`config.mk`:
```
export PLATFORM = sky130hd
export DESIGN_NAME = gcd_sqrt
export DESIGN_NICKNAME = d
export VERILOG_FILES = /design/src/design/gcd_pkg.sv /design/src/design/gcd_sqrt.sv
export SDC_FILE = /design/constraint.sdc
export NUM_CORES = 2
export LEC_CHECK = 0
export BUFFER_PORTS_ARGS = -buffer_cell sky130_fd_sc_hd__buf_2
export CORE_MARGIN = 2
export CORE_UTILIZATION = 30
export DETAILED_ROUTE_END_ITERATION = 10
export GPL_TIMING_DRIVEN = 0
export PLACE_DENSITY = 0.48
export SKIP_CTS_REPAIR_TIMING = 1
export SLEW_MARGIN = 15
export SYNTH_ARGS = -nofsm -noshare
export SYNTH_HDL_FRONTEND = slang
export SYNTH_SLANG_ARGS = --single-unit
```
`constraint.sdc`:
```
create_clock -name clk -period 8.4 [get_ports clk]
set_input_delay 0.42 -clock clk [delete_from_list [all_inputs] [get_ports clk]]
set_output_delay 0.42 -clock clk [all_outputs]
set_load 0.1 [all_outputs]
```
`src/design/gcd_pkg.sv`:
```
package gcd_pkg;

	localparam int SQRT_STEPS = 32;
	localparam int RAD_STAGES = 4;

	// Angle scaling: pi * 2^31, and the full, half and quarter turn in 1e-7 degree
	localparam logic [33:0] PI31 = 34'd6746518852;
	localparam logic [33:0] TURN_UNITS = 34'd3600000000;
	localparam logic [33:0] TURN2_UNITS = 34'd7200000000;
	localparam logic signed [34:0] TURN_S = 35'sd3600000000;
	localparam logic signed [34:0] HALF_TURN_S = 35'sd1800000000;
	localparam logic [30:0] HALF_TURN = 31'd1800000000;
	localparam logic [30:0] QUARTER_TURN = 31'd900000000;

	// floor(PI31 * 2^32 / TURN_UNITS); serves both divisors with a shift of 32 or 33
	localparam logic [66:0] RAD_RECIP_X = (67'(PI31) << 32) / 67'(TURN_UNITS);
	localparam logic [33:0] RAD_RECIP = 34'(RAD_RECIP_X);

	localparam logic signed [33:0] ONE_Q30 = 34'sd1073741824;
	localparam logic signed [33:0] HALF_PI_Q30 = 34'sd1686629713;
	localparam logic signed [33:0] GAIN_Q30 = 34'sd652032874;
	localparam logic [60:0] ONE_Q60 = 61'd1 << 60;
	localparam logic [30:0] RADIUS_X200_RST = 31'd1274200000;

	localparam logic [29:0] ATAN_Q30 [32] = '{
		30'd843314857, 30'd497837829, 30'd263043837, 30'd133525159, 30'd67021687,
		30'd33543516, 30'd16775851, 30'd8388437, 30'd4194283, 30'd2097149,
		30'd1048576, 30'd524288, 30'd262144, 30'd131072, 30'd65536, 30'd32768,
		30'd16384, 30'd8192, 30'd4096, 30'd2048, 30'd1024, 30'd512, 30'd256,
		30'd128, 30'd64, 30'd32, 30'd16, 30'd8, 30'd4, 30'd2, 30'd1, 30'd0
	};

endpackage

```
`src/design/gcd_sqrt.sv`:
```
module gcd_sqrt (
	input  logic        clk,
	input  logic        arst_n,
	input  logic        en,
	input  logic        v_i,
	input  logic [60:0] n_i,
	output logic        v_o,
	output logic [30:0] root_o
);
	import gcd_pkg::*;

	logic [63:0] n_s [SQRT_STEPS];
	logic [63:0] r_s [SQRT_STEPS];
	logic        v_s [SQRT_STEPS];

	// restoring square root, one result bit per stage
	for (genvar i = 0; i < SQRT_STEPS; i++) begin : g_step
		logic [63:0] np, rp, bitv, trial;
		logic        vp;
		if (i == 0) begin : g_first
			assign np = 64'(n_i);
			assign rp = 64'd0;
			assign vp = v_i;
		end else begin : g_next
			assign np = n_s[i-1];
			assign rp = r_s[i-1];
			assign vp = v_s[i-1];
		end
		assign bitv = 64'd1 << (62 - 2 * i);
		assign trial = rp + bitv;

		always_ff @(posedge clk or negedge arst_n) begin
			if (!arst_n) begin
				v_s[i] <= 1'b0;
			end else if (en) begin
				v_s[i] <= vp;
			end
		end

		always_ff @(posedge clk) begin
			if (en) begin
				if (np >= trial) begin
					n_s[i] <= np - trial;
					r_s[i] <= (rp >> 1) + bitv;
				end else begin
					n_s[i] <= np;
					r_s[i] <= rp >> 1;
				end
			end
		end
	end

	assign v_o = v_s[SQRT_STEPS-1];
	assign root_o = r_s[SQRT_STEPS-1][30:0];

endmodule

```
==> results by group <==
Status
  – Outcome: finished clean

Die
  – Die area: 414,000 um2
  – DIE HEIGHT: about 640 um
  – I/O pin count: slightly below 100
  – FP Rows: around 230
  – Die Wd: 643 um
  – Starting Density: 0.302
  – Core ar.: just over 400,000 um2

Flow run
  – Maxcap violations: 0

Synthesis
  – Synth top area cells: edfxtp_1 61%, ha_1 5.7%, xnor2_1 3.3%
  – Synth top area share: 0.614
  – Syn Inst Count: 9,883
  – Largest area contributor in the netlist: edfxtp_1
  – Netlist cell types: 100
  – EDFF count, synth: ~2,500
  – #FFs+latches synth: roughly 2,500
  – Seq/Total Area, Yosys: 0.621
  – Synth Flop Type: edfxtp_1
  – Async S/R FF share, synth: 0.0126
  – Mapped Area: about 120,000 um2
  – Net Count, Synth: between 10,000 and 15,000
  – Avg Inst Size Synth: roughly 12 um2
  – Synth warnings: 0

Pwr
  – PwrDens: between 200 and 300 nW/um2
  – Sw Share: 0.301
  – Pleak: slightly above 0.05 uW
  – Switch Pwr: 11,600 uW
  – Combinational power share: 0.207
  – Clk network pwr share: 0.337
  – Flop pwr share: 0.456
  – Cell Int Power: around 27,000 uW
  – VDD IR max: about 0.17 mV

Route
  – DRT Pass-1 Iters: 6
  – WL final: ~340,000 um
  – Vias: roughly 80,000
  – Drt drc: 0
  – DR WL/cell: between 20 and 25 um
  – Via density: around 5
  – DRT iter0 DRCs: approximately 6,100
  – Antenna Violating Nets Remaining: 0

GRT
  – Total track usage: 0.160
  – Initial antenna violation count: 6
  – Largest net degree at the start of global routing: 65
  – Vias in the first global route: just under 80,000
  – First-pass GRT wire length: just over 500,000 um
  – Remaining Overflow, GRT: 0

Cells and area
  – Non-Filler Instances: 16,000
  – Fin nets: between 10,000 and 15,000
  – Commonest non-fill, non-tap cell in the layout: edfxtp_1
  – # fillers: 39,600
  – Share of post-route cells with drive strength above 1: 0.0775
  – Area added between synthesis and finish: 15.3%
  – Most frequent cells in the layout: 2,509 x edfxtp_1, 802 x nand2_1, 657 x inv_1

STA
  – Setup-failing EPs final: 0
  – RSZ-0062 raised after global routing: no
  – Worst hold margin: 93.5 ps
  – Min Clock Period, post-route: between 5000 and 6000 ps
  – Max Slew Vio Count: 0
  – Period utilization: 0.626
  – Final Hold Fails: 0
  – Fmax: roughly 190 MHz
  – Slew margin rel.: 0.119
  – Measured slew at the worst slew-check pin: around 1300 ps
  – Max Clock Skew: a little over 90 ps

Min path
  – Hold WC Path Type: in -> async

Placement
  – # port buffers: 96
  – Inst Count DP: roughly 15,000
  – DP HPWL: around 270,000 um
  – RD Place Congestion: just under 0.9

Clock tree
  – CTS Buffer Depth: 4
  – Worst-path clk slew: ~60 ps
  – H-tree depth: 5
  – CTS sink cnt: about 2,500
  – Clk_lat worst skew: ~910 ps
  – Root buffer cell: clkbuf_16
  – CTS tree: done
  – TritonCTS Buffers: 294

Critical path
  – Critical path type: reg -> reg
  – Cell breakdown of the critical path: inv_1, ha_1, o211ai_1, a21oi_1, o41ai_2, o21ai_0, nand2_1, a2111oi_0, nor4_2, buf_2, clkbuf_1, nand2_1, o21ai_0
  – CP max-delay cell: o41ai_2
  – CP arrival: between 5000 and 6000 ps
  – CP max stage delay: 780 ps
  – Critical path fanouts, max: 10
  – Endpoint class of the critical path: register
  – CP Launch Type: register
  – Worst endpoint required time: approximately 9000 ps
-- synthesized netlist by cell type (92+ instances only) --
master / count
nor3_1: 291
nor2_1: 563
nand2b_1: 135
or3_1: 117
nand4_1: 155
nand3_1: 168
mux2_2: 92
inv_1: 657
o21ai_0: 555
edfxtp_1: 2509
ha_1: 554
a21o_1: 230
xor2_1: 427
nor4_1: 350
a21oi_1: 491
nand2_1: 802
clkbuf_1: 204
xnor2_1: 461
-- final cells by class --
class                           count  area, um2  area share
Buffer                            237       1080     0.00762
Tap cell                         5428       6790      0.0480
Clock buffer                      337       7580      0.0536
Timing Repair Buffer              199       2080      0.0147
Sequential cell                  2541      76100       0.538
Clock inverter                    191       2140      0.0151
Antenna cell                        9       22.5    0.000159
Inverter                          660       2480      0.0175
Multi-Input combinational cell   6445      43200       0.305
-- worst paths after layout --
check,endpoint,from,cells after the start,slack [ps]
worst max-delay path,n_s[1][418],r_s[1][343],13,3140
worst min-delay path,g_step[22].vp,arst_n,2,90
worst max register to register,n_s[1][418],r_s[1][343],13,3140
worst min register to register,n_s[0][87],n_s[0][23],0,420
max in group asynchronous,g_step[31].vp,arst_n,2,7870
min in group clk,n_s[0][26],n_i[26],2,220
-- registers in the layout (all words and copies together) (netlist names) --
signal	cells
r_s	526
g_step.vp	31
v_o	1
n_s	1983
-- critical path, delay by kind of cell, from the launching register on --
kind                       cells  cell delay, ps
AOI/OAI and AO/OA              6            2180
adders and majority gates      1             380
buffers and inverters          3            1040
DFF                            1             420
and+or+nand+nor                3             890
-- cell families (layout without fill, tap and decap cells) --
group | count (synthesis) | in the layout | share of synthesized area
compound gates | 1838 | 1838 | 0.0932
xor+xnor | 888 | 888 | 0.0634
other cells | 0 | 9 | 0
simple gates | 3062 | 3062 | 0.129
flops | 2541 | 2541 | 0.621
mux | 102 | 102 | 0.00934
buf+inv | 897 | 1624 | 0.0280
fa+ha+maj | 555 | 555 | 0.0567
-- per-stage QoR --
| step | area [um2] | setup WS [ps] | total power, uW | utilization | setup TNS, ps |
|---|---|---|---|---|---|
| after detailed placement | 131000 | 3140 | 25700 | 0.322 | 0 |
| after floorplan | 123000 | 4340 | 22900 | - | 0 |
| after global placement | 130000 | -1300 | 25700 | 0.320 | -1202510 |
| after global routing | 141000 | 3040 | 40400 | 0.348 | 0 |
| after CTS | 141000 | 3160 | 38800 | 0.346 | 0 |
| final | 141000 | 3140 | 38400 | 0.348 | 0 |
-- routing by layer --
metal | GRT usage | vias to the layer above | share of wire
li1 | - | 38100 | -
met1 | 0.203 | 39100 | 0.43
met2 | 0.285 | 1809 | 0.50
met3 | 0.0157 | 541 | 0.033
met4 | 0.0549 | 2 | 0.037
met5 | 0 | - | 0.000038
-- power by group through the flow --
stage / registers (uW) / clock network (uW) / logic, uW
2_1_floorplan: 17100 / 0 / 5770
3_3_place_gp: 17800 / 0 / 7850
3_5_place_dp: 17800 / 0 / 7920
4_1_cts: 17500 / 13300 / 7970
5_1_grt: 17700 / 13800 / 8890
6_report: 17500 / 12900 / 7960
(Power assumes the default switching activity.)
