## src/design/gcd_pkg.sv

```systemverilog
package gcd_pkg;

	localparam int SQRT_STEPS = 32;
	localparam int RAD_STAGES = 4;

	// Angle scaling: pi * 2^31, and the full, half and quarter turn in 1e-7 degree
	localparam logic [33:0] PI31 = 34'd6746518852;
	localparam logic [33:0] TURN_UNITS = 34'd3600000000;
	localparam logic [33:0] TURN2_UNITS = 34'd7200000000;
	localparam logic signed [34:0] TURN_S = 35'sd3600000000;
	localparam logic signed [34:0] HALF_TURN_S = 35'sd1800000000;
	localparam logic [30:0] HALF_TURN = 31'd1800000000;
	localparam logic [30:0] QUARTER_TURN = 31'd900000000;

	// floor(PI31 * 2^32 / TURN_UNITS); serves both divisors with a shift of 32 or 33
	localparam logic [66:0] RAD_RECIP_X = (67'(PI31) << 32) / 67'(TURN_UNITS);
	localparam logic [33:0] RAD_RECIP = 34'(RAD_RECIP_X);

	localparam logic signed [33:0] ONE_Q30 = 34'sd1073741824;
	localparam logic signed [33:0] HALF_PI_Q30 = 34'sd1686629713;
	localparam logic signed [33:0] GAIN_Q30 = 34'sd652032874;
	localparam logic [60:0] ONE_Q60 = 61'd1 << 60;
	localparam logic [30:0] RADIUS_X200_RST = 31'd1274200000;

	localparam logic [29:0] ATAN_Q30 [32] = '{
		30'd843314857, 30'd497837829, 30'd263043837, 30'd133525159, 30'd67021687,
		30'd33543516, 30'd16775851, 30'd8388437, 30'd4194283, 30'd2097149,
		30'd1048576, 30'd524288, 30'd262144, 30'd131072, 30'd65536, 30'd32768,
		30'd16384, 30'd8192, 30'd4096, 30'd2048, 30'd1024, 30'd512, 30'd256,
		30'd128, 30'd64, 30'd32, 30'd16, 30'd8, 30'd4, 30'd2, 30'd1, 30'd0
	};

endpackage

```

## src/design/gcd_rad.sv

```systemverilog
module gcd_rad #(
	parameter bit HALF = 1'b0
) (
	input  logic        clk,
	input  logic        arst_n,
	input  logic        en,
	input  logic        v_i,
	input  logic [30:0] mag_i,
	output logic        v_o,
	output logic [30:0] ang_o
);
	import gcd_pkg::*;

	localparam int SH = HALF ? 33 : 32;
	localparam logic [64:0] DIV = HALF ? 65'(TURN2_UNITS) : 65'(TURN_UNITS);
	localparam logic [64:0] RND = 65'd1 << (SH - 1);

	logic        v_s1, v_s2, v_s3, v_s4;
	logic [64:0] est_p_s1, num_s1, num_s2, num_s3, ediv_s3;
	logic [30:0] est_s2, est_s3, ang_s4;
	logic [64:0] rem;
	logic [64:0] est_sum;

	// estimate never exceeds the rounded quotient and is at most one below it
	assign est_sum = est_p_s1 + RND;
	assign rem = num_s3 + (DIV >> 1) - ediv_s3;

	always_ff @(posedge clk or negedge arst_n) begin
		if (!arst_n) begin
			v_s1 <= 1'b0;
			v_s2 <= 1'b0;
			v_s3 <= 1'b0;
			v_s4 <= 1'b0;
		end else if (en) begin
			v_s1 <= v_i;
			v_s2 <= v_s1;
			v_s3 <= v_s2;
			v_s4 <= v_s3;
		end
	end

	always_ff @(posedge clk) begin
		if (en) begin
			est_p_s1 <= 65'(mag_i) * 65'(RAD_RECIP);
			num_s1 <= 65'(mag_i) * 65'(PI31);
			est_s2 <= 31'(est_sum >> SH);
			num_s2 <= num_s1;
			ediv_s3 <= 65'(est_s2) * DIV;
			est_s3 <= est_s2;
			num_s3 <= num_s2;
			ang_s4 <= est_s3 + 31'(rem >= DIV);
		end
	end

	assign v_o = v_s4;
	assign ang_o = ang_s4;

endmodule

```

## config.mk

```make
export PLATFORM = sky130hd
export DESIGN_NAME = gcd_rad
export DESIGN_NICKNAME = d
export VERILOG_FILES = /design/src/design/gcd_pkg.sv /design/src/design/gcd_rad.sv
export SDC_FILE = /design/constraint.sdc
export NUM_CORES = 2
export LEC_CHECK = 0
export BUFFER_PORTS_ARGS = -buffer_cell sky130_fd_sc_hd__buf_2
export CORE_ASPECT_RATIO = 0.6
export CORE_MARGIN = 2
export CORE_UTILIZATION = 45
export CTS_BUF_LIST = sky130_fd_sc_hd__clkbuf_4 sky130_fd_sc_hd__clkbuf_8 sky130_fd_sc_hd__clkbuf_16
export CTS_CLUSTER_DIAMETER = 100
export DETAILED_ROUTE_END_ITERATION = 16
export PLACE_DENSITY_LB_ADDON = 0.05
export SYNTH_ARGS = -nofsm -noshare
export SYNTH_HDL_FRONTEND = slang
export SYNTH_SLANG_ARGS = --single-unit
```

## constraint.sdc

```tcl
create_clock -name clk -period 6 [get_ports clk]
set_input_delay 0.9 -clock clk [delete_from_list [all_inputs] [get_ports clk]]
set_output_delay 0.9 -clock clk [all_outputs]
set_load 0.005 [all_outputs]
```

==> reports/summary.md <==
The total number of clock tree sinks was 365. Setup repair after global routing could not meet its margin everywhere. Setup violations remaining at the end of the flow were counted as 99. Post-synthesis async set-or-reset flop share: 1.096%. The area of the die was 126800 um^2.

The clock latency on the worst-skew pair was 0.60 ns; the fraction of final layout cells sized beyond drive strength 1 was 26.77%. The first global-routing pass estimated 269900 um of wire. In this run the tightest slew margin relative to its limit is 25.86%. The floorplan has 99 rows. After layout, the worst path uses 130.9% of the clock period.

In this run the number of cells on the critical path is 29. The routed wirelength normalized by instance count is 23.15 um. After synthesis, the largest area contributor takes up 33.30% of total cell area. The tools report the aggregate global-route resource usage as 29.08%. The synthesized netlist devotes 55.25% of its cell area to adder and majority cells. The combinational family with the most area after synthesis is adder cells. The multiplexer share of the synthesized area is 0.1167%. H-tree level count: 2. The count of flip-flops with a built-in enable after synthesis was 361; the arrival time at the worst endpoint was 8.16 ns. The tools report the beginning of the worst register-to-register path as est_s2[6]$_DFFE_PP_.

For the number of maximum-capacitance violations, the log shows 0. Derived from the worst setup path, the maximum achievable clock frequency is 127.3 MHz. The number of antenna violations at the first check in global routing was 8. The run gives 55730 um^2 as the synthesized cell area. The worst setup path is launched from an input port. Input and output buffers added on the ports amount to 66.

After detailed routing, the number of remaining DRC violations is 0. The final reports fail on negative setup slack. The wire length reported by the detailed router is 182200 um, and the number of CTS-inserted buffers is 41. Measured in cells, the most critical reg-to-reg path has a length of 25.

The worst setup slack after layout is -1.854 ns, and the final weighted congestion in routability-driven placement is 0.9907. For the final setup skew, the log shows 0.05040 ns. By startpoint and endpoint, the worst setup path is classified as in2reg. Final HPWL from detailed placement: 163700 um. The worst-path cell with the longest stage delay is sky130_fd_sc_hd__fa_2.

The critical path contains buffers and inverters numbering 7 combined. Vias per cell: 5.030. Of all cell types, the one taking the most synthesized area is sky130_fd_sc_hd__fa_1. The net count of the finished layout is 8163. The largest single stage delay on the critical path is 0.54 ns. Counting the fill cells in the layout gives 10660. The tools report the number of global-route vias before repair as 41350. Of the synthesized area, sequential elements account for 19.63%.

The number of buffers inserted for hold repair after clock tree synthesis was 0; the area fraction in and, or, nand and nor cells after synthesis was 5.136%. In this run, synthesis produced a sequential element count of 365. Global routing finished with a remaining overflow of 0.

For the largest buffer count on any clock path, the log shows 3. The final route contains 39600 vias. During I/O placement, the number of pins put on the boundary was 67. The die is 458.3 um wide. The worst endpoint required time is 6.31 ns. For this run, the number of Yosys warnings is 0. The post-synthesis cell type count is 86.

For the total area of multi-input combinational cells, the log shows 42230 um^2. The first detailed-routing pass took 5 iterations. Die height: 276.6 um. The kind of end point of the critical path is a register. The tree is rooted in a sky130_fd_sc_hd__clkbuf_16. From synthesis to final layout, the design area changed by 26.93%. Reg-to-reg setup timing slack: -0.73 ns. Classification of the worst-slack hold path: in2async. The remaining antenna violation count is 0, and the number of DRC markers after the initial detailed-route iteration is 2596. Among all flip-flop cells after synthesis, the most frequent one is sky130_fd_sc_hd__edfxtp_1.

The number of max-slew violations in the final report was 0; the setup slack after placement was -2.633 ns. The tools report the critical path launch point as mag_i[5]. Registers take 10940 um^2.

Subtracting the final worst setup slack from the clock period gives 7.854 ns. The placeable core region is 122300 um^2, and the instance count of the mapped netlist is 5028. In this run the mean area of a mapped cell was 11.08 um^2. After synthesis, the most frequently instantiated cells are sky130_fd_sc_hd__inv_1, sky130_fd_sc_hd__ha_1, sky130_fd_sc_hd__fa_1, sky130_fd_sc_hd__edfxtp_1, sky130_fd_sc_hd__a21oi_1. For the pin with the worst max-slew slack, the measured transition is 1.104 ns. Entering global routing, the biggest net connects 133 pins.

Of all nets on the critical path, the largest fanout is 4. Counting stages on the worst path, the most repeated cell is sky130_fd_sc_hd__fa_1. The number of endpoints with negative hold slack in the final report was 0; the compound-gate portion of the synthesized area was 7.166%. The worst reg2reg path endpoint was ediv_s3[62]$_DFFE_PP_.

Sorting the synthesized cells by area gives the leading types as sky130_fd_sc_hd__fa_1, sky130_fd_sc_hd__ha_1, sky130_fd_sc_hd__edfxtp_1. Broken down by cell family, the worst path's largest delay share belongs to adder cells. Synthesis produced a netlist with a net count of 6968. The synthesized-area fraction occupied by xor and xnor cells was 3.740%; the starting utilization of the core area was 45.59%.

The flow ran to the end, but the final reports show violations. Clock-pin slew was measured on the worst setup and hold paths at 0.06 ns. sky130_fd_sc_hd__inv_1 is the most common cell in the netlist. TritonCTS built the clock tree.
==> how the worst max path moves through the flow <==
stage,endpoint,slack (ns)
final,est_p_s1[59]$_DFFE_PP_,-1.85
after detailed placement,est_p_s1[61]$_DFFE_PP_,-2.63
after floorplan,est_p_s1[59]$_DFFE_PP_,-1.72
after global placement,est_p_s1[62]$_DFFE_PP_,-2.62
after CTS,est_p_s1[61]$_DFFE_PP_,-1.81
after global routing,est_p_s1[59]$_DFFE_PP_,-2.09
==> registers in the layout (all words and copies together) (netlist names) <==
register	count
ang_o	31
ediv_s3	50
est_p_s1	32
est_s2	31
est_s3	31
num_s1	62
num_s2	62
num_s3	62
v_o	1
v_s1	1
v_s2	1
v_s3	1
==> layout make-up <==
cell class | count | share of cell area [%]
Inverter | 1273 | 6.804
Clock inverter | 28 | 0.4369
Multi-Input combinational cell | 3346 | 59.70
Sequential cell | 365 | 15.47
Timing Repair Buffer | 1196 | 13.24
Antenna cell | 2 | 0.007075
Tap cell | 1616 | 2.858
Clock buffer | 45 | 1.493
==> metrics by stage <==
step | cell area, um^2 | TNS, ns | utilization, % | hold WS [ns] | std cells
global placement | 66950 | -148.18 | 54.76 | 0.4002 | 7725
floorplan | 56660 | -56.51 | - | 0.4003 | 5028
global route | 70740 | -102.95 | 57.86 | 0.09199 | 7869
finish | 70740 | -83.51 | 57.86 | 0.1118 | 7871
CTS | 69330 | -84.08 | 56.70 | 0.08021 | 7817
detailed placement | 66950 | -149.47 | 54.76 | 0.4045 | 7725
==> cells in the final DEF, fill, tap and decap left out, types with 24 or more instances in the layout <==
cell type / n
sky130_fd_sc_hd__nand4_1: 59
sky130_fd_sc_hd__fa_1: 862
sky130_fd_sc_hd__clkbuf_16: 41
sky130_fd_sc_hd__and3_1: 29
sky130_fd_sc_hd__o21ai_0: 90
sky130_fd_sc_hd__edfxtp_1: 361
sky130_fd_sc_hd__inv_1: 1229
sky130_fd_sc_hd__o21bai_1: 33
sky130_fd_sc_hd__nor2b_1: 24
sky130_fd_sc_hd__ha_4: 80
sky130_fd_sc_hd__inv_2: 34
sky130_fd_sc_hd__a21oi_1: 138
sky130_fd_sc_hd__buf_6: 43
sky130_fd_sc_hd__o21a_1: 28
sky130_fd_sc_hd__nand3_1: 56
sky130_fd_sc_hd__buf_4: 1073
sky130_fd_sc_hd__a21oi_2: 42
sky130_fd_sc_hd__ha_1: 890
sky130_fd_sc_hd__xor2_1: 63
sky130_fd_sc_hd__nor3_1: 39
sky130_fd_sc_hd__nand2_1: 127
sky130_fd_sc_hd__fa_2: 65
sky130_fd_sc_hd__nor2_1: 131
sky130_fd_sc_hd__a21o_1: 88
sky130_fd_sc_hd__buf_12: 25
sky130_fd_sc_hd__xnor2_1: 153
sky130_fd_sc_hd__buf_2: 48
==> worst reg2reg max path: cells and delay by family, from the launching register on <==
family,cells,cell delay [ns]
buffers and inverters,5,0.29
AND/OR/NAND/NOR,1,0.07
XOR/XNOR,1,0.11
flip-flops,1,0.53
adder cells (fa/ha/maj),8,3.64
AO/OA/AOI/OAI,10,1.77
==> routing by layer <==
metal / GRT usage, % / wire, um
met1: 47.40 / 94880
met2: 38.91 / 69810
met3: 8.185 / 16150
met4: 2.556 / 1345
met5: 0 / 13
==> what timing repair did <==
item,in CTS,in global routing
resized for setup,170,206
endpoints found under the setup margin,112,124
setup buffers,32,59
cloned,0,0
pin swaps,93,117
==> cells by family (layout without fill, tap and decap cells) <==
family	count (synthesis)	count (layout)
flip-flops	365	365
adder cells (fa/ha/maj)	1905	1905
buffers and inverters	1317	2542
AO/OA/AOI/OAI	617	617
other	0	2
multiplexers	6	6
AND/OR/NAND/NOR	580	580
XOR/XNOR	238	238
Power is left out: the tool's default activity adds up to more than one toggle a clock period on the data nets, which glitch-free logic cannot reach.
